===== src/brqc_pkg.sv =====
// Shared types and constants for the button qualifier and recoil controller.
// No dependencies; every other file in src imports this package.
`timescale 1ns / 1ps

package brqc_pkg;

  // fixed field widths of the request and result channels
  localparam int BTN_FIELD_W = 9;
  localparam int MODE_W      = 3;
  localparam int RECOIL_W    = 2;
  localparam int LOCK_W      = 8;

  // lockout register reset value
  localparam logic [LOCK_W-1:0] LOCKOUT_RESET = 8'd3;

  // parameter defaults
  localparam int NUM_BUTTONS_DEF   = 9;
  localparam int AUTO_COOLDOWN_DEF = 6;

  // fixed button positions
  localparam int TRG_IDX = 0;
  localparam int RLD_IDX = 1;
  localparam int MAG_IDX = 2;
  localparam int BT0_IDX = 3;

  typedef enum logic [MODE_W-1:0] {
    MODE_IDLE     = 3'd0,
    MODE_SERVICE  = 3'd1,
    MODE_CAL_TL   = 3'd2,
    MODE_CAL_LR   = 3'd3,
    MODE_SHUTDOWN = 3'd4
  } mode_t;

  typedef enum logic [RECOIL_W-1:0] {
    RCL_SELF = 2'd0,
    RCL_AUTO = 2'd1,
    RCL_OFF  = 2'd2
  } recoil_t;

  // what the merge stage decides for one request
  typedef struct packed {
    logic    solenoid;
    mode_t   mode;
    recoil_t recoil;
    logic    lamp;
    logic    cap_tl;
    logic    cap_lr;
    logic    shut;
  } mode_res_t;

endpackage


===== src/brqc_if.sv =====
// Channel interfaces: request, result and lockout configuration write.
// Depends on brqc_pkg for the field widths.
`timescale 1ns / 1ps

interface brqc_in_if import brqc_pkg::*; ();
  logic                   valid;
  logic                   ready;
  logic [BTN_FIELD_W-1:0] edge_flags;
  logic [BTN_FIELD_W-1:0] pin_levels;

  modport source (output valid, edge_flags, pin_levels, input ready);
  modport sink   (input valid, edge_flags, pin_levels, output ready);
endinterface

interface brqc_out_if import brqc_pkg::*; ();
  logic                   valid;
  logic                   ready;
  logic [BTN_FIELD_W-1:0] pressed_mask;
  logic [BTN_FIELD_W-1:0] new_press_mask;
  logic                   solenoid_fire;
  logic [MODE_W-1:0]      operating_mode;
  logic [RECOIL_W-1:0]    recoil_setting;
  logic                   calibration_led;
  logic                   capture_top_left;
  logic                   capture_low_right;
  logic                   shutdown_request;

  modport source (output valid, pressed_mask, new_press_mask, solenoid_fire, operating_mode,
                  recoil_setting, calibration_led, capture_top_left, capture_low_right,
                  shutdown_request, input ready);
  modport sink   (input valid, pressed_mask, new_press_mask, solenoid_fire, operating_mode,
                  recoil_setting, calibration_led, capture_top_left, capture_low_right,
                  shutdown_request, output ready);
endinterface

interface brqc_cfg_if import brqc_pkg::*; ();
  logic              valid;
  logic              ready;
  logic [LOCK_W-1:0] data;

  modport source (output valid, data, input ready);
  modport sink   (input valid, data, output ready);
endinterface


===== src/brqc_lane.sv =====
// One button lane: ready / pressed / recharge phase with lockout countdown.
// Depends on brqc_pkg for the lockout width.
`timescale 1ns / 1ps

module brqc_lane import brqc_pkg::*; (
  input  logic              clk,
  input  logic              rst_n,
  input  logic              step,
  input  logic              edge_flag,
  input  logic              pin_level,
  input  logic [LOCK_W-1:0] lockout,
  output logic              fresh,
  output logic              held_nxt
);

  logic              pressed_r, pressed_nxt;
  logic [LOCK_W-1:0] count_r, count_nxt;
  logic              ready_ph;

  // phase update for this request
  always_comb begin
    ready_ph    = !pressed_r && (count_r == '0);
    fresh       = 1'b0;
    pressed_nxt = pressed_r;
    count_nxt   = count_r;
    priority if (edge_flag && ready_ph) begin
      fresh       = 1'b1;
      pressed_nxt = 1'b1;
    end else if (pin_level && pressed_r) begin
      pressed_nxt = 1'b0;
      count_nxt   = lockout;
    end else if (count_r != '0) begin
      count_nxt = count_r - 1'b1;
    end
  end

  assign held_nxt = pressed_nxt;

  // phase registers
  always_ff @(posedge clk) begin
    if (!rst_n) begin
      pressed_r <= 1'b0;
      count_r   <= '0;
    end else if (step) begin
      pressed_r <= pressed_nxt;
      count_r   <= count_nxt;
    end
  end

endmodule


===== src/brqc_mode.sv =====
// Merge stage: recoil pulse timing and operating mode machine over all lanes.
// Depends on brqc_pkg for mode and recoil codes and the result struct.
`timescale 1ns / 1ps

module brqc_mode import brqc_pkg::*; #(
  parameter int NUM_BUTTONS   = NUM_BUTTONS_DEF,
  parameter int AUTO_COOLDOWN = AUTO_COOLDOWN_DEF
) (
  input  logic                   clk,
  input  logic                   rst_n,
  input  logic                   step,
  input  logic [NUM_BUTTONS-1:0] fresh,
  input  logic [NUM_BUTTONS-1:0] held,
  output mode_res_t              res
);

  localparam int CD_W    = $clog2(AUTO_COOLDOWN + 1);
  localparam int CAL_IDX = NUM_BUTTONS - 1;
  localparam int BT_SEL  = (NUM_BUTTONS > BT0_IDX) ? BT0_IDX : 0;
  localparam logic [NUM_BUTTONS-1:0] SHUT3_MASK =
    NUM_BUTTONS'((1 << TRG_IDX) | (1 << RLD_IDX) | (1 << MAG_IDX));
  localparam logic [NUM_BUTTONS-1:0] SHUT2_MASK =
    NUM_BUTTONS'((1 << TRG_IDX) | (1 << MAG_IDX));

  mode_t            mode_r, mode_nxt;
  recoil_t          recoil_r, recoil_nxt;
  logic [CD_W-1:0]  cooldown_r, cooldown_nxt;
  logic             lamp_r, lamp_nxt;
  logic             fire, cap_tl, cap_lr, shut;
  logic             trg_new, cal_new, bt0_new;

  assign trg_new = fresh[TRG_IDX];
  assign cal_new = fresh[CAL_IDX];
  assign bt0_new = (NUM_BUTTONS > BT0_IDX) && fresh[BT_SEL];

  // mode and recoil rules
  always_comb begin
    mode_nxt     = mode_r;
    recoil_nxt   = recoil_r;
    lamp_nxt     = lamp_r;
    fire         = 1'b0;
    cap_tl       = 1'b0;
    cap_lr       = 1'b0;
    shut         = 1'b0;
    cooldown_nxt = (cooldown_r != '0) ? cooldown_r - 1'b1 : cooldown_r;

    unique case (mode_r)
      MODE_IDLE: begin
        if (recoil_r == RCL_AUTO) begin
          if (held[TRG_IDX] && cooldown_nxt == '0) begin
            fire         = 1'b1;
            cooldown_nxt = CD_W'(AUTO_COOLDOWN);
          end
        end else if (recoil_r == RCL_SELF) begin
          if (trg_new) fire = 1'b1;
        end
        if (cal_new) begin
          lamp_nxt = 1'b1;
          mode_nxt = MODE_SERVICE;
        end
      end
      MODE_SERVICE: begin
        if (trg_new) mode_nxt = MODE_CAL_TL;
        if (cal_new) begin
          mode_nxt = MODE_IDLE;
          lamp_nxt = 1'b0;
        end
        if (bt0_new) begin
          unique case (recoil_r)
            RCL_SELF: recoil_nxt = RCL_AUTO;
            RCL_AUTO: recoil_nxt = RCL_OFF;
            default: begin
              recoil_nxt = RCL_SELF;
              fire       = 1'b1;
            end
          endcase
        end
        if (held == SHUT3_MASK) begin
          mode_nxt = MODE_SHUTDOWN;
          shut     = 1'b1;
        end
      end
      MODE_CAL_TL: begin
        if (trg_new) begin
          cap_tl   = 1'b1;
          mode_nxt = MODE_CAL_LR;
        end else if (cal_new) begin
          mode_nxt = MODE_IDLE;
          lamp_nxt = 1'b0;
        end
      end
      MODE_CAL_LR: begin
        if (trg_new || cal_new) begin
          cap_lr   = trg_new;
          mode_nxt = MODE_IDLE;
          lamp_nxt = 1'b0;
        end
      end
      default: ;
    endcase

    // late shutdown combination
    if (held == SHUT2_MASK && mode_nxt == MODE_SERVICE) begin
      mode_nxt = MODE_SHUTDOWN;
      shut     = 1'b1;
    end
  end

  // the solenoid pulse lasts exactly the request that fires it
  assign res.solenoid = fire;
  assign res.mode     = mode_nxt;
  assign res.recoil   = recoil_nxt;
  assign res.lamp     = lamp_nxt;
  assign res.cap_tl   = cap_tl;
  assign res.cap_lr   = cap_lr;
  assign res.shut     = shut;

  // mode state
  always_ff @(posedge clk) begin
    if (!rst_n) begin
      mode_r     <= MODE_IDLE;
      recoil_r   <= RCL_SELF;
      cooldown_r <= '0;
      lamp_r     <= 1'b0;
    end else if (step) begin
      mode_r     <= mode_nxt;
      recoil_r   <= recoil_nxt;
      cooldown_r <= cooldown_nxt;
      lamp_r     <= lamp_nxt;
    end
  end

`ifndef ASSERT_OFF
  // shutdown is left only through reset
  a_shutdown_sticky: assert property (@(posedge clk) disable iff (!rst_n)
    mode_r == MODE_SHUTDOWN |=> mode_r == MODE_SHUTDOWN)
    else $error("shutdown mode was left");

  // auto cooldown never exceeds its reload value
  a_cooldown_range: assert property (@(posedge clk) disable iff (!rst_n)
    cooldown_r <= CD_W'(AUTO_COOLDOWN))
    else $error("cooldown counter out of range");

  // the lamp is off whenever the mode is idle after a request
  a_lamp_idle: assert property (@(posedge clk) disable iff (!rst_n)
    step && mode_nxt == MODE_IDLE |-> !lamp_nxt)
    else $error("lamp on in idle");
`endif

endmodule


===== src/button_qualifier_recoil_controller.sv =====
// Top level: lockout register, button lanes, mode merge stage, output register.
// Depends on brqc_pkg, brqc_if, brqc_lane and brqc_mode.
// Each accepted request has its result in the output register in the next cycle.
// Throughput: one request per cycle while results are taken; the output register lets a new
// request in while the held result is taken in the same cycle.
// Reset: synchronous active-low rst_n clears all lanes to ready, mode to idle,
// recoil to self, the lamp off and the lockout register to 3.
`timescale 1ns / 1ps

module button_qualifier_recoil_controller import brqc_pkg::*; #(
  parameter int NUM_BUTTONS   = NUM_BUTTONS_DEF,
  parameter int AUTO_COOLDOWN = AUTO_COOLDOWN_DEF
) (
  input  logic        clk,
  input  logic        rst_n,
  brqc_in_if.sink     in_ch,
  brqc_out_if.source  out_ch,
  brqc_cfg_if.sink    cfg_ch
);

  logic [LOCK_W-1:0]      lockout_r;
  logic                   step;
  logic [NUM_BUTTONS-1:0] fresh_vec, held_vec;
  logic [BTN_FIELD_W-1:0] fresh_field, held_field;
  mode_res_t              res;

  logic                   out_valid_r;
  logic [BTN_FIELD_W-1:0] pressed_r, new_press_r;
  mode_res_t              res_r;

  // lockout configuration register
  assign cfg_ch.ready = 1'b1;
  always_ff @(posedge clk) begin
    if (!rst_n) begin
      lockout_r <= LOCKOUT_RESET;
    end else if (cfg_ch.valid) begin
      lockout_r <= cfg_ch.data;
    end
  end

  // request handshake
  assign in_ch.ready = !out_valid_r || out_ch.ready;
  assign step        = in_ch.valid && in_ch.ready;

  // one lane per button; lanes past the field width see no edge and a low pin
  for (genvar i = 0; i < NUM_BUTTONS; i++) begin : g_lane
    logic edge_in, pin_in;
    if (i < BTN_FIELD_W) begin : g_wired
      assign edge_in = in_ch.edge_flags[i];
      assign pin_in  = in_ch.pin_levels[i];
    end else begin : g_quiet
      assign edge_in = 1'b0;
      assign pin_in  = 1'b0;
    end
    brqc_lane u_lane (
      .clk      (clk),
      .rst_n    (rst_n),
      .step     (step),
      .edge_flag(edge_in),
      .pin_level(pin_in),
      .lockout  (lockout_r),
      .fresh    (fresh_vec[i]),
      .held_nxt (held_vec[i])
    );
  end

  // merge stage
  brqc_mode #(
    .NUM_BUTTONS  (NUM_BUTTONS),
    .AUTO_COOLDOWN(AUTO_COOLDOWN)
  ) u_mode (
    .clk  (clk),
    .rst_n(rst_n),
    .step (step),
    .fresh(fresh_vec),
    .held (held_vec),
    .res  (res)
  );

  // fit lane vectors to the fixed mask width
  for (genvar j = 0; j < BTN_FIELD_W; j++) begin : g_mask
    if (j < NUM_BUTTONS) begin : g_have
      assign fresh_field[j] = fresh_vec[j];
      assign held_field[j]  = held_vec[j];
    end else begin : g_none
      assign fresh_field[j] = 1'b0;
      assign held_field[j]  = 1'b0;
    end
  end

  // output register
  always_ff @(posedge clk) begin
    if (!rst_n) begin
      out_valid_r <= 1'b0;
    end else if (step) begin
      out_valid_r <= 1'b1;
    end else if (out_ch.ready) begin
      out_valid_r <= 1'b0;
    end
  end

  always_ff @(posedge clk) begin
    if (step) begin
      pressed_r   <= held_field;
      new_press_r <= fresh_field;
      res_r       <= res;
    end
  end

  assign out_ch.valid             = out_valid_r;
  assign out_ch.pressed_mask      = pressed_r;
  assign out_ch.new_press_mask    = new_press_r;
  assign out_ch.solenoid_fire     = res_r.solenoid;
  assign out_ch.operating_mode    = res_r.mode;
  assign out_ch.recoil_setting    = res_r.recoil;
  assign out_ch.calibration_led   = res_r.lamp;
  assign out_ch.capture_top_left  = res_r.cap_tl;
  assign out_ch.capture_low_right = res_r.cap_lr;
  assign out_ch.shutdown_request  = res_r.shut;

`ifndef ASSERT_OFF
  // a new press is always among the held buttons
  a_fresh_held: assert property (@(posedge clk) disable iff (!rst_n)
    out_valid_r |-> (new_press_r & ~pressed_r) == '0)
    else $error("new press not held");

  // a shutdown strobe comes with shutdown mode
  a_shut_mode: assert property (@(posedge clk) disable iff (!rst_n)
    out_valid_r && res_r.shut |-> res_r.mode == MODE_SHUTDOWN)
    else $error("shutdown strobe outside shutdown");

  // corner captures advance the calibration sequence
  a_capture_mode: assert property (@(posedge clk) disable iff (!rst_n)
    out_valid_r |-> (!res_r.cap_tl || res_r.mode == MODE_CAL_LR) &&
                    (!res_r.cap_lr || res_r.mode == MODE_IDLE))
    else $error("capture strobe with wrong mode");
`endif

endmodule


===== src/flat_wrapper.sv =====
// flat-port wrapper written by rule: the top's interface ports become plain ports
module button_qualifier_recoil_controller_flat import brqc_pkg::*;
#(
  parameter int NUM_BUTTONS   = NUM_BUTTONS_DEF,
  parameter int AUTO_COOLDOWN = AUTO_COOLDOWN_DEF
)
  (clk, rst_n, in_ch_valid, in_ch_edge_flags, in_ch_pin_levels, in_ch_ready, out_ch_valid, out_ch_pressed_mask, out_ch_new_press_mask, out_ch_solenoid_fire, out_ch_operating_mode, out_ch_recoil_setting, out_ch_calibration_led, out_ch_capture_top_left, out_ch_capture_low_right, out_ch_shutdown_request, out_ch_ready, cfg_ch_valid, cfg_ch_data, cfg_ch_ready);
  brqc_in_if in_ch_i ();
  brqc_out_if out_ch_i ();
  brqc_cfg_if cfg_ch_i ();
  input  logic clk;
  input  logic rst_n;
  input wire logic [$bits(in_ch_i.valid)-1:0] in_ch_valid;
  input wire logic [$bits(in_ch_i.edge_flags)-1:0] in_ch_edge_flags;
  input wire logic [$bits(in_ch_i.pin_levels)-1:0] in_ch_pin_levels;
  output wire logic [$bits(in_ch_i.ready)-1:0] in_ch_ready;
  output wire logic [$bits(out_ch_i.valid)-1:0] out_ch_valid;
  output wire logic [$bits(out_ch_i.pressed_mask)-1:0] out_ch_pressed_mask;
  output wire logic [$bits(out_ch_i.new_press_mask)-1:0] out_ch_new_press_mask;
  output wire logic [$bits(out_ch_i.solenoid_fire)-1:0] out_ch_solenoid_fire;
  output wire logic [$bits(out_ch_i.operating_mode)-1:0] out_ch_operating_mode;
  output wire logic [$bits(out_ch_i.recoil_setting)-1:0] out_ch_recoil_setting;
  output wire logic [$bits(out_ch_i.calibration_led)-1:0] out_ch_calibration_led;
  output wire logic [$bits(out_ch_i.capture_top_left)-1:0] out_ch_capture_top_left;
  output wire logic [$bits(out_ch_i.capture_low_right)-1:0] out_ch_capture_low_right;
  output wire logic [$bits(out_ch_i.shutdown_request)-1:0] out_ch_shutdown_request;
  input wire logic [$bits(out_ch_i.ready)-1:0] out_ch_ready;
  input wire logic [$bits(cfg_ch_i.valid)-1:0] cfg_ch_valid;
  input wire logic [$bits(cfg_ch_i.data)-1:0] cfg_ch_data;
  output wire logic [$bits(cfg_ch_i.ready)-1:0] cfg_ch_ready;
  assign in_ch_i.valid = in_ch_valid;
  assign in_ch_i.edge_flags = in_ch_edge_flags;
  assign in_ch_i.pin_levels = in_ch_pin_levels;
  assign in_ch_ready = in_ch_i.ready;
  assign out_ch_valid = out_ch_i.valid;
  assign out_ch_pressed_mask = out_ch_i.pressed_mask;
  assign out_ch_new_press_mask = out_ch_i.new_press_mask;
  assign out_ch_solenoid_fire = out_ch_i.solenoid_fire;
  assign out_ch_operating_mode = out_ch_i.operating_mode;
  assign out_ch_recoil_setting = out_ch_i.recoil_setting;
  assign out_ch_calibration_led = out_ch_i.calibration_led;
  assign out_ch_capture_top_left = out_ch_i.capture_top_left;
  assign out_ch_capture_low_right = out_ch_i.capture_low_right;
  assign out_ch_shutdown_request = out_ch_i.shutdown_request;
  assign out_ch_i.ready = out_ch_ready;
  assign cfg_ch_i.valid = cfg_ch_valid;
  assign cfg_ch_i.data = cfg_ch_data;
  assign cfg_ch_ready = cfg_ch_i.ready;
  button_qualifier_recoil_controller #(.NUM_BUTTONS(NUM_BUTTONS), .AUTO_COOLDOWN(AUTO_COOLDOWN)) u_core (.clk(clk), .rst_n(rst_n), .in_ch(in_ch_i), .out_ch(out_ch_i), .cfg_ch(cfg_ch_i));
endmodule

===== config.mk =====
export PLATFORM = sky130hd
export DESIGN_NAME = button_qualifier_recoil_controller_flat
export DESIGN_NICKNAME = d
export VERILOG_FILES = /design/src/brqc_pkg.sv /design/src/brqc_if.sv /design/src/brqc_lane.sv /design/src/brqc_mode.sv /design/src/button_qualifier_recoil_controller.sv /design/src/flat_wrapper.sv
export SDC_FILE = /design/constraint.sdc
export NUM_CORES = 1
export LEC_CHECK = 0
export BUFFER_PORTS_ARGS = -buffer_cell sky130_fd_sc_hd__buf_4
export CAP_MARGIN = 0
export CORE_UTILIZATION = 54
export DETAILED_ROUTE_END_ITERATION = 16
export PLACE_DENSITY = 0.75
export RECOVER_POWER = 100
export SYNTH_ARGS = -nofsm -noshare
export SYNTH_HDL_FRONTEND = slang
export SYNTH_SLANG_ARGS = --single-unit

===== constraint.sdc =====
create_clock -name clk -period 2.4 [get_ports clk]
set_clock_uncertainty 0.2 [all_clocks]
set_input_delay 0.36 -clock clk [delete_from_list [all_inputs] [get_ports clk]]
set_output_delay 0.36 -clock clk [all_outputs]
set_load 0.1 [all_outputs]

; Yosys cells after proc, flatten, opt, wreduce, memory -nomap -nowiden
; Cells that the tools add are included.
; Widths: inputs -> output; s select.
[classes]
eq_ne = 7
mux = 77
n_reduce_logical = 85
add_sub_neg = 10
n_bitwise = 9
[op_table]
columns = operator, count
row1 = $mux 8, 18
row2 = $logic_not 8->1, 9
row3 = $reduce_bool 8->1, 9
row4 = $sub 8x1->8 const B, 9
row5 = $mux 1, 41
row6 = $mux 3, 12
row7 = $logic_and 1x1->1, 30
row8 = $reduce_and 3->1, 9
row9 = $reduce_bool 2->1, 10
row10 = $eq 9x3->1 const B, 2
row11 = $pmux 3 s4, 1
row12 = $logic_not 1->1, 10
row13 = $not 1->1, 9
row14 = $eq 3x1->1 const B, 2
row15 = $eq 3x2->1 const B, 2
row16 = $logic_not 3->1, 2
row17 = $mux 2, 2
row18 = $pmux 1 s4, 1
row19 = $pmux 2 s2, 1
row20 = $reduce_bool 3->1, 1
row21 = $sub 3x1->3 const B, 1
row22 = $eq 2x1->1 const B, 1
row23 = $logic_not 2->1, 1
row24 = $logic_or 1x1->1, 2
row25 = 3 further kinds, 3
[word_totals]
elab_cells = 221
reg_bits = 127
input_bits = 31
out_inout_bits = 31

; Logic depth before layout (Yosys ltp)
; Gate-level depths: netlist of run 1.
[depth]
depth_word = 11
mapped_depth = 9
depth_no_buf = 9

; Modules after synthesis
; Synthesis of run 1 repeated with hierarchy kept, for this count alone.
[unflattened]
hier_cells = 828
area_unflattened_um2 = 7347.0
[modules_own_cells]
columns = mod, area_each_um2, instances, seq_area_each_um2, cells_per_inst
row1 = brqc_lane, 594.3, 9, 180.2, 74
row2 = button_qualifier_recoil_controller, 1192.4, 1, 1021.0, 60
row3 = brqc_mode, 805.8, 1, 180.2, 102

; Least setup slack after synthesis of run 1
; OpenSTA, ideal clock, no wires.
[synth_path]
path_type = reg-to-reg
from = reg u_core.out_valid_r (netlist: u_core.out_ch.valid)
to = reg u_core.g_lane[8].u_lane.pressed_r
path_slack_ns = -1.555
setup_time_ns = 0.128
t_required_ns = 2.072
path_buffers = 2
stages_incl_launch_ff = 8
period_less_slack_ns = 3.955
t_arrival_ns = 3.628
cell_sequence = dfxtp_1 nand2b_1 nand2_1 clkinv_1 clkbuf_1 buf_1 a21oi_1 nor2_1
[synth_between]
elab_chain_cells = 3
[synth_lines]
columns = element, line
row1 = from (decl), button_qualifier_recoil_controller.sv:27  ; logic out_valid_r;
row2 = from (signal assigned), button_qualifier_recoil_controller.sv:94  ; out_valid_r <= 1'b0;
row3 = from (signal assigned), button_qualifier_recoil_controller.sv:96  ; out_valid_r <= 1'b1;
row4 = from (signal assigned), button_qualifier_recoil_controller.sv:98  ; out_valid_r <= 1'b0;
row5 = $logic_not 1->1, button_qualifier_recoil_controller.sv:42  ; assign in_ch.ready = !out_valid_r || out_ch.ready;
row6 = $logic_or 1x1->1, button_qualifier_recoil_controller.sv:42
row7 = named net in_ch_ready, flat_wrapper.sv:16  ; output wire logic [$bits(in_ch_i.ready)-1:0] in_ch_ready;
row8 = $logic_and 1x1->1, button_qualifier_recoil_controller.sv:43  ; assign step = in_ch.valid && in_ch.ready;
row9 = named net u_core.g_lane[0].u_lane.step, brqc_lane.sv:8  ; input logic step,
row10 = to (signal assigned), brqc_lane.sv:45  ; pressed_r <= pressed_nxt;
row11 = to (decl), brqc_lane.sv:16  ; logic pressed_r, pressed_nxt;
; The timed path passes the listed nets, and every way through them passes these cells.
; A chain may end at the register's enable or synchronous reset.

; Final worst setup path of run 1
[layout_path]
from = reg u_core.g_lane[2].u_lane.count_r[0]
to = reg u_core.u_mode.mode_r[2]
[layout_between]
elab_chain_cells = 10
[layout_lines]
columns = element, line
row1 = from (decl), brqc_lane.sv:17  ; logic [LOCK_W-1:0] count_r, count_nxt;
row2 = from (signal assigned), brqc_lane.sv:46  ; count_r <= count_nxt;
row3 = $logic_not 8->1 (*), brqc_lane.sv:22  ; ready_ph = !pressed_r && (count_r == '0);
row4 = $logic_and 1x1->1 (*), brqc_lane.sv:22
row5 = $logic_and 1x1->1 (*), brqc_lane.sv:26  ; priority if (edge_flag && ready_ph) begin
row6 = $mux 1 (*), brqc_lane.sv:26
row7 = named net u_core.g_lane[2].u_lane.held_nxt, brqc_lane.sv:13  ; output logic held_nxt
row8 = $eq 9x3->1, brqc_mode.sv:78  ; if (held == SHUT3_MASK) begin
row9 = $mux 3, brqc_mode.sv:78
row10 = $pmux 3 s4, brqc_mode.sv:47  ; unique case (mode_r)
row11 = $eq 3x1->1, brqc_mode.sv:103  ; if (held == SHUT2_MASK && mode_nxt == MODE_SERVICE) begin
row12 = $logic_and 1x1->1, brqc_mode.sv:103
row13 = $mux 3 (*), brqc_mode.sv:103
row14 = to (signal assigned), brqc_mode.sv:126  ; mode_r <= mode_nxt;
row15 = to (decl), brqc_mode.sv:25  ; mode_t mode_r, mode_nxt;
; Mark *: on every way through the listed nets, which the timed path passes. The rest lies on a longest branch.

==> metrics.md, run 1 <==
| Metric | Value |
|---|---|
| Register area share after synthesis | 0.407 |
| Comb pwr share | 0.536 |
| Routing usage on met3 | 0.0522 |
| WP depth | 9 |
| Layout area overhead | 24.8% |
| Row cnt | a little over 40 |
| Global route hottest layer | met2 |
| Crit path buffers/inverters | 2 |
| Xor-xnor portion of the synthesized cell area | 0 |
| Adder-Cell Fraction of Synth Area | 0.0379 |
| Status | finished with violations |
| Clock insertion delay at the later pin of the skew report | around 0.42 ns |
| Worst EP required | approximately 2.5 ns |
| Vias in the first global route | between 6,000 and 7,000 |
| Most common cell in the synthesized netlist | nor2_1 |
| Final period util | 1.03 |
| Layout cells sized above 1 | 0.197 |
| Inst Count DP | roughly 1,100 |
| FF-to-FF setup slack | -0.07 ns |
| Final Hold Fails | 0 |
| Filler cell count | just over 1,000 |
| Switching part of the total | 0.432 |
| Post-DR wirelength/cell | around 16 um |
| Final core occ | 0.689 |
| Cell Chain, Critical Path | inv_2, ha_2, or4b_4, o32ai_4, nand4_2, nor4_4, buf_4, nand3_4, o31ai_2 |
| Crit path to | u_core.u_mode.mode_r[2]$_SDFFE_PN0P_ |
| Area occupied by multi-input gates | roughly 3800 sq um |
| Max_slew headroom | 0.507 |
| Grt met1 use | 0.372 |
| Post-synthesis compound-gate area fraction | 0.241 |
| Worst slack, placed | -0.133 ns |
| VDD IR max | about 0.80 mV |
| Setup violators final | 5 |
| Reg2reg path depth | 9 |
| List of most frequent post-synthesis cells | nor2_1, dfxtp_1, a21oi_1 |
| Longest Clk Path Bufs | 2 |
| Post-synth ARST share | 0 |
| H-tree depth | 4 |
| Worst-Margin Slew | about 0.74 ns |
| Register area | 2830 sq um |
| I/O Buffers | 60 |
| Via count | between 6,000 and 7,000 |
| ANT nets after route | 0 |
| CP endpoint kind | register |
| DR DRC count | 0 |
| Register bit total from synthesis | approximately 130 |
| Num CTS Buffers | 17 |
| Cell count after synthesis | between 800 and 900 |
| Critical path startpoint category | register |
| Iter 0 DRT Violations | between 400 and 500 |
| Crit path max-delay cell type | or4b_4 |
| Synth warn | 0 |
| RSZ-0062 raised after global routing | true |
| Hold slack | approximately 0.032 ns |
| RR Startpoint | u_core.g_lane[2].u_lane.count_r[0]$_SDFFE_PN0P_ |
| Die width | between 100 and 150 um |
| Setup TNS | -0.214 ns |
| Max-slew violations | 0 |
| CTS tree | built |
| Largest family of logic cells by synthesized area | simple AND/OR/NAND/NOR gates |
| Failing checks | negative setup slack |
| Final setup margin | -0.0722 ns |
| Synth Area in Simple Gates | 0.242 |
| Met2 Resource Use GR | 0.460 |
| Pwr dens | ~1600 nW/um^2 |
| Mapped Nets | just over 900 |
| Total wire length | 17.9 mm |
| Min Tclk post-route | between 2 and 2.5 ns |
| Pint | around 7.8 mW |
| Switch Pwr | a little under 6 mW |
| CP Launch Point | u_core.g_lane[2].u_lane.count_r[0]$_SDFFE_PN0P_ |
| Top FF cell, synth | dfxtp_1 |
| Mux cell area share after synthesis | 0.0162 |
| LEAKAGE | about 3.5 nW |
| Clock Pin Slew Worst Setup and Hold Paths | around 0.050 ns |
| Die area | approximately 13,000 sq um |
| Fmax | slightly above 400 MHz |
| Share of power burned in registers | 0.269 |
| First-pass GRT wire length | ~29 mm |
| Grt total ovfl | 0 |
| Mapped cell area | ~7000 sq um |
| Max Cap Violations | 0 |
| Via density | 5.81 |
| Min-Delay Path Class | in -> reg |
| Total track usage | 0.286 |
| Root buf cell | clkbuf_16 |
| Initial antenna violation count | 0 |
| TritonRoute pass-1 iters | 7 |
| Starting Density | 0.552 |
| Crit path DAT | approximately 2.6 ns |
| Yosys top cell area share | 0.286 |
| Pin count of the biggest net entering global routing | 31 |
| Crit-path max FO | 3 |
| Final HPWL from detailed placement | 11.9 mm |
| Synth area leaders | dfxtp_1, edfxtp_1, nor2_1, a21oi_1, o21ai_0 |
| Max incr delay on CP | around 0.47 ns |
| Critical R2R Capture | u_core.u_mode.mode_r[2]$_SDFFE_PN0P_ |
| Power share of the clock group | 0.194 |
| EDFF count, synth | 28 |
| Crit-path leading delay family | simple AND/OR/NAND/NOR gates |
| Post-synthesis cell type count | 63 |
| Die Y | approximately 120 um |
| CTS sink count | around 130 |
| Crit Path Category | reg -> reg |
| Avg Cell Area, Syn | 7.99 sq um |
| Core ar. | around 13,000 sq um |
| I/O Pins | 62 |
| RD Place Congestion | a little under 0.9 |
| Layout net count | just over 1,000 |
| Cell taking the most area after synthesis | dfxtp_1 |
| N_diodes | 0 |
| Fin cells | 1,151 |
## per-stage QoR
| stage | instance area (sq um) | total power, mW |
|---|---|---|
| final | 8660 | 13.7 |
| after global routing | 8660 | 14.7 |
| after CTS | 8610 | 13.5 |
| after detailed placement | 7880 | 10.7 |
| after global placement | 7880 | 10.6 |
| after floorplan | 6950 | 8.85 |
## tightest hold or removal path, cell delays in order
cell and delay (ns):
buf_4 0.08, nand2b_4 0.11, a21oi_1 0.05
## cell families (layout without fill, tap and decap cells)
kind of cell	Yosys count	after routing
simple gates	343	343
compound gates	265	265
flops	127	127
buf+inv	100	211
fa+ha+maj	21	21
mux	11	11
other cells	1	1
## per-layer routing
layer  share of wire  vias to the layer above
met5               0                        -
met4           0.035                        0
met3           0.059                       49
met2            0.46                      253
met1            0.44                     3081
li1                -                     3302
## worst min path at each step
| stage | from | to | cells after the start |
|---|---|---|---|
| 3_3_place_gp | u_core.g_lane[2].u_lane.count_r[7]$_SDFFE_PN0P_ | u_core.g_lane[2].u_lane.count_r[7]$_SDFFE_PN0P_ | 2 |
| 3_5_place_dp | u_core.g_lane[5].u_lane.count_r[7]$_SDFFE_PN0P_ | u_core.g_lane[5].u_lane.count_r[7]$_SDFFE_PN0P_ | 2 |
| 6_report | out_ch_ready | u_core.out_ch.valid$_SDFFE_PN0P_ | 3 |
| 2_1_floorplan | u_core.g_lane[6].u_lane.count_r[6]$_SDFFE_PN0P_ | u_core.g_lane[6].u_lane.count_r[6]$_SDFFE_PN0P_ | 2 |
| 4_1_cts | out_ch_ready | u_core.out_ch.valid$_SDFFE_PN0P_ | 3 |
| 5_1_grt | out_ch_ready | u_core.out_ch.valid$_SDFFE_PN0P_ | 3 |
## power groups by stage
| stage | clock network [mW] | registers, mW | logic, mW |
|---|---|---|---|
| 2_1_floorplan | 0 | 4.38 | 4.47 |
| 3_5_place_dp | 0 | 3.66 | 7.09 |
| 3_3_place_gp | 0 | 3.65 | 6.99 |
| 6_report | 2.66 | 3.68 | 7.33 |
| 4_1_cts | 2.69 | 3.63 | 7.20 |
| 5_1_grt | 2.79 | 3.78 | 8.15 |
## registers in the layout, summed over array words and instances, names as in the netlist
signal                           count
u_core.out_ch.valid                  1
u_core.out_ch.solenoid_fire          1
u_core.out_ch.operating_mode         3
u_core.out_ch.shutdown_request       1
u_core.g_lane.u_lane.count_r        72
u_core.out_ch.new_press_mask         9
u_core.g_lane.u_lane.pressed_r       9
u_core.out_ch.capture_top_left       1
u_core.u_mode.lamp_r                 1
u_core.u_mode.recoil_r               2
u_core.out_ch.calibration_led        1
u_core.out_ch.pressed_mask           9
u_core.u_mode.mode_r                 3
u_core.out_ch.recoil_setting         2
u_core.lockout_r                     8
u_core.u_mode.cooldown_r             3
u_core.out_ch.capture_low_right      1
## placed cells by master, fill, tap and decap left out, types with 17 or more instances in the layout
master,Yosys,layout
o21ai_0,63,63
a211oi_1,17,17
nor3_1,32,32
edfxtp_1,28,28
nand2_1,49,48
inv_1,49,47
a31oi_1,19,19
clkbuf_16,0,17
nor2_1,138,138
nand3_1,25,24
buf_4,1,116
nand2b_1,23,22
a21oi_1,94,94
ha_1,21,20
dfxtp_1,99,97
## layout make-up
class,count,area share
well taps,172,0.0249
inverters,51,0.0221
multi-input cells,641,0.437
clock inverters,6,0.0121
flip-flops and latches,127,0.327
repair buffers,128,0.118
clock buffers,26,0.0588
## what timing repair did
action,in CTS,in global routing
hold endpoints to repair,9,0
setup endpoints to repair,5,28
hold buffers,9,0
buffers inserted,1,1
resized for setup,2,10
pin swaps,0,3
(Power assumes the default switching activity.)
==> inputs of run 2 (changes only) <==
--- a/config.mk
+++ b/config.mk
@@ -11,6 +11,7 @@
 export DETAILED_ROUTE_END_ITERATION = 16
 export PLACE_DENSITY = 0.75
 export RECOVER_POWER = 100
+export SETUP_SLACK_MARGIN = 0.05
 export SYNTH_ARGS = -nofsm -noshare
 export SYNTH_HDL_FRONTEND = slang
 export SYNTH_SLANG_ARGS = --single-unit
==> metrics.md, run 2 (synthesis results as in run 1) <==
| Metric | Value |
|---|---|
| Max Cap Violations | 0 |
| CTS sink count | around 130 |
| CP endpoint kind | register |
| Root buf cell | clkbuf_16 |
| Min-Delay Path Class | in -> reg |
| Via density | approximately 5.8 |
| Power consumption | about 13 mW |
| Worst-Margin Slew | roughly 0.70 ns |
| Initial antenna violation count | 0 |
| Global route hottest layer | met2 |
| Clock Pin Slew Worst Setup and Hold Paths | 0.05 ns |
| Fmax | 401 MHz |
| Final HPWL from detailed placement | about 12 mm |
| Status | finished with violations |
| Worst EP required | 2.51 ns |
| Post-DR wirelength/cell | approximately 16 um |
| Crit-path max FO | 3 |
| Via count | about 6,600 |
| Met2 Resource Use GR | 0.441 |
| Grt total ovfl | 0 |
| Layout cells sized above 1 | 0.193 |
| Register area | about 2800 sq um |
| Max incr delay on CP | 0.48 ns |
| RSZ-0062 raised after global routing | true |
| I/O Buffers | 60 |
| Starting Density | 0.552 |
| Vias in the first global route | slightly below 6,000 |
| Largest register FFs | 72 |
| Die Y | 115 um |
| Routing usage on met3 | 0.0522 |
| Layout area overhead | 23.9% |
| Row cnt | around 40 |
| Pin count of the biggest net entering global routing | 32 |
| Cell Chain, Critical Path | inv_2, ha_1, or4b_4, o32ai_4, nand4_2, nor4_4, a41oi_2, a31o_1 |
| Final Hold Fails | 0 |
| Area occupied by multi-input gates | between 3000 and 4000 sq um |
| Grt met1 use | 0.374 |
| N_diodes | 0 |
| Crit path max-delay cell type | or4b_4 |
| Max_slew headroom | 0.535 |
| Die width | between 100 and 150 um |
| DR DRC count | 0 |
| Crit-path leading delay family | simple AND/OR/NAND/NOR gates |
| Final core occ | 0.684 |
| Die area | between 10,000 and 15,000 sq um |
| VDD IR max | a little under 0.9 mV |
| Max-slew violations | 0 |
| Crit path DAT | ~2.6 ns |
| Layout net count | 1,020 |
| Min Tclk post-route | 2.49 ns |
| Most frequent cells in the layout | nor2_1, buf_4, dfxtp_1 |
| Setup violators final | 6 |
| H-tree depth | 4 |
| Filler cell count | between 1,000 and 1,500 |
| Longest Clk Path Bufs | 2 |
| Total track usage | 0.282 |
| Failing checks | negative setup slack |
| Clock insertion delay at the later pin of the skew report | about 0.43 ns |
| Num CTS Buffers | 17 |
| Core ar. | approximately 13,000 sq um |
| ANT nets after route | 0 |
| Pwr dens | around 1600 nW/um^2 |
| Hold slack | roughly 0.024 ns |
| Most flops, register | u_core.g_lane.u_lane.count_r |
| Critical path startpoint category | register |
| Crit path buffers/inverters | 1 |
| Iter 0 DRT Violations | around 430 |
| First-pass GRT wire length | 28.9 mm |
| Total wire length | 18.0 mm |
| Worst slack, placed | -0.0933 ns |
| LEAKAGE | ~3.5 nW |
| Crit Path Category | reg -> reg |
| RD Place Congestion | ~0.86 |
| I/O Pins | 62 |
| CTS tree | built |
| Final setup margin | -0.0932 ns |
| Most common cell after layout, fill and taps aside | nor2_1 |
| TritonRoute pass-1 iters | 5 |
| Final period util | 1.04 |
| Setup TNS | -0.398 ns |
-- run 2: area by class of cell --
| type | instances | area share |
|---|---|---|
| Timing Repair Buffer | 130 | 0.120 |
| Multi-Input combinational cell | 641 | 0.441 |
| Inverter | 51 | 0.0223 |
| Tap cell | 172 | 0.0250 |
| Clock buffer | 22 | 0.0517 |
| Clock inverter | 10 | 0.0111 |
| Sequential cell | 127 | 0.329 |
-- run 2: path summary, 6_finish.rpt --
kind                                                                      start                                         endpoint  slack, ns  cells after the start
worst min-delay path                                               out_ch_ready                 u_core.out_ch.valid$_SDFFE_PN0P_       0.02                      3
worst min register to register  u_core.g_lane[7].u_lane.count_r[6]$_SDFFE_PN0P_  u_core.g_lane[7].u_lane.count_r[6]$_SDFFE_PN0P_       0.27                      2
worst max-delay path            u_core.g_lane[2].u_lane.count_r[0]$_SDFFE_PN0P_             u_core.u_mode.mode_r[0]$_SDFFE_PN0P_      -0.09                      8
worst max register to register  u_core.g_lane[2].u_lane.count_r[0]$_SDFFE_PN0P_             u_core.u_mode.mode_r[0]$_SDFFE_PN0P_      -0.09                      8
-- run 2: where the power goes --
group          internal [mW]  switching, mW
clock network           1.50          0.908
logic                   3.03           4.35
registers               3.00          0.675
-- run 2: repair_timing --
item | CTS | global route
gates cloned | 0 | 1
hold buffers | 9 | 0
pin swaps | 1 | 0
endpoints found under the hold margin | 9 | 0
buffers inserted | 2 | 2
gates resized for setup | 7 | 6
endpoints found under the setup margin | 8 | 13
-- run 2: per-layer routing --
metal  part of all wire  up-vias
met5                  0        -
met4              0.025        0
met3              0.050       41
met2               0.46      213
met1               0.46     3073
li1                   -     3305
-- run 2: worst reg2reg max path: cells and delay by family, from the launching register on --
| kind | cells | cell delay [ns] |
|---|---|---|
| flops | 1 | 0.32 |
| simple gates | 3 | 0.91 |
| buf+inv | 1 | 0.05 |
| fa+ha+maj | 1 | 0.13 |
| compound gates | 3 | 0.79 |
-- run 2: through the flow --
step | cell area, sq um | std cells
floorplan | 6950 | 868
global placement | 7860 | 1107
detailed placement | 7860 | 1107
CTS | 8530 | 1150
global route | 8590 | 1153
finish | 8590 | 1153
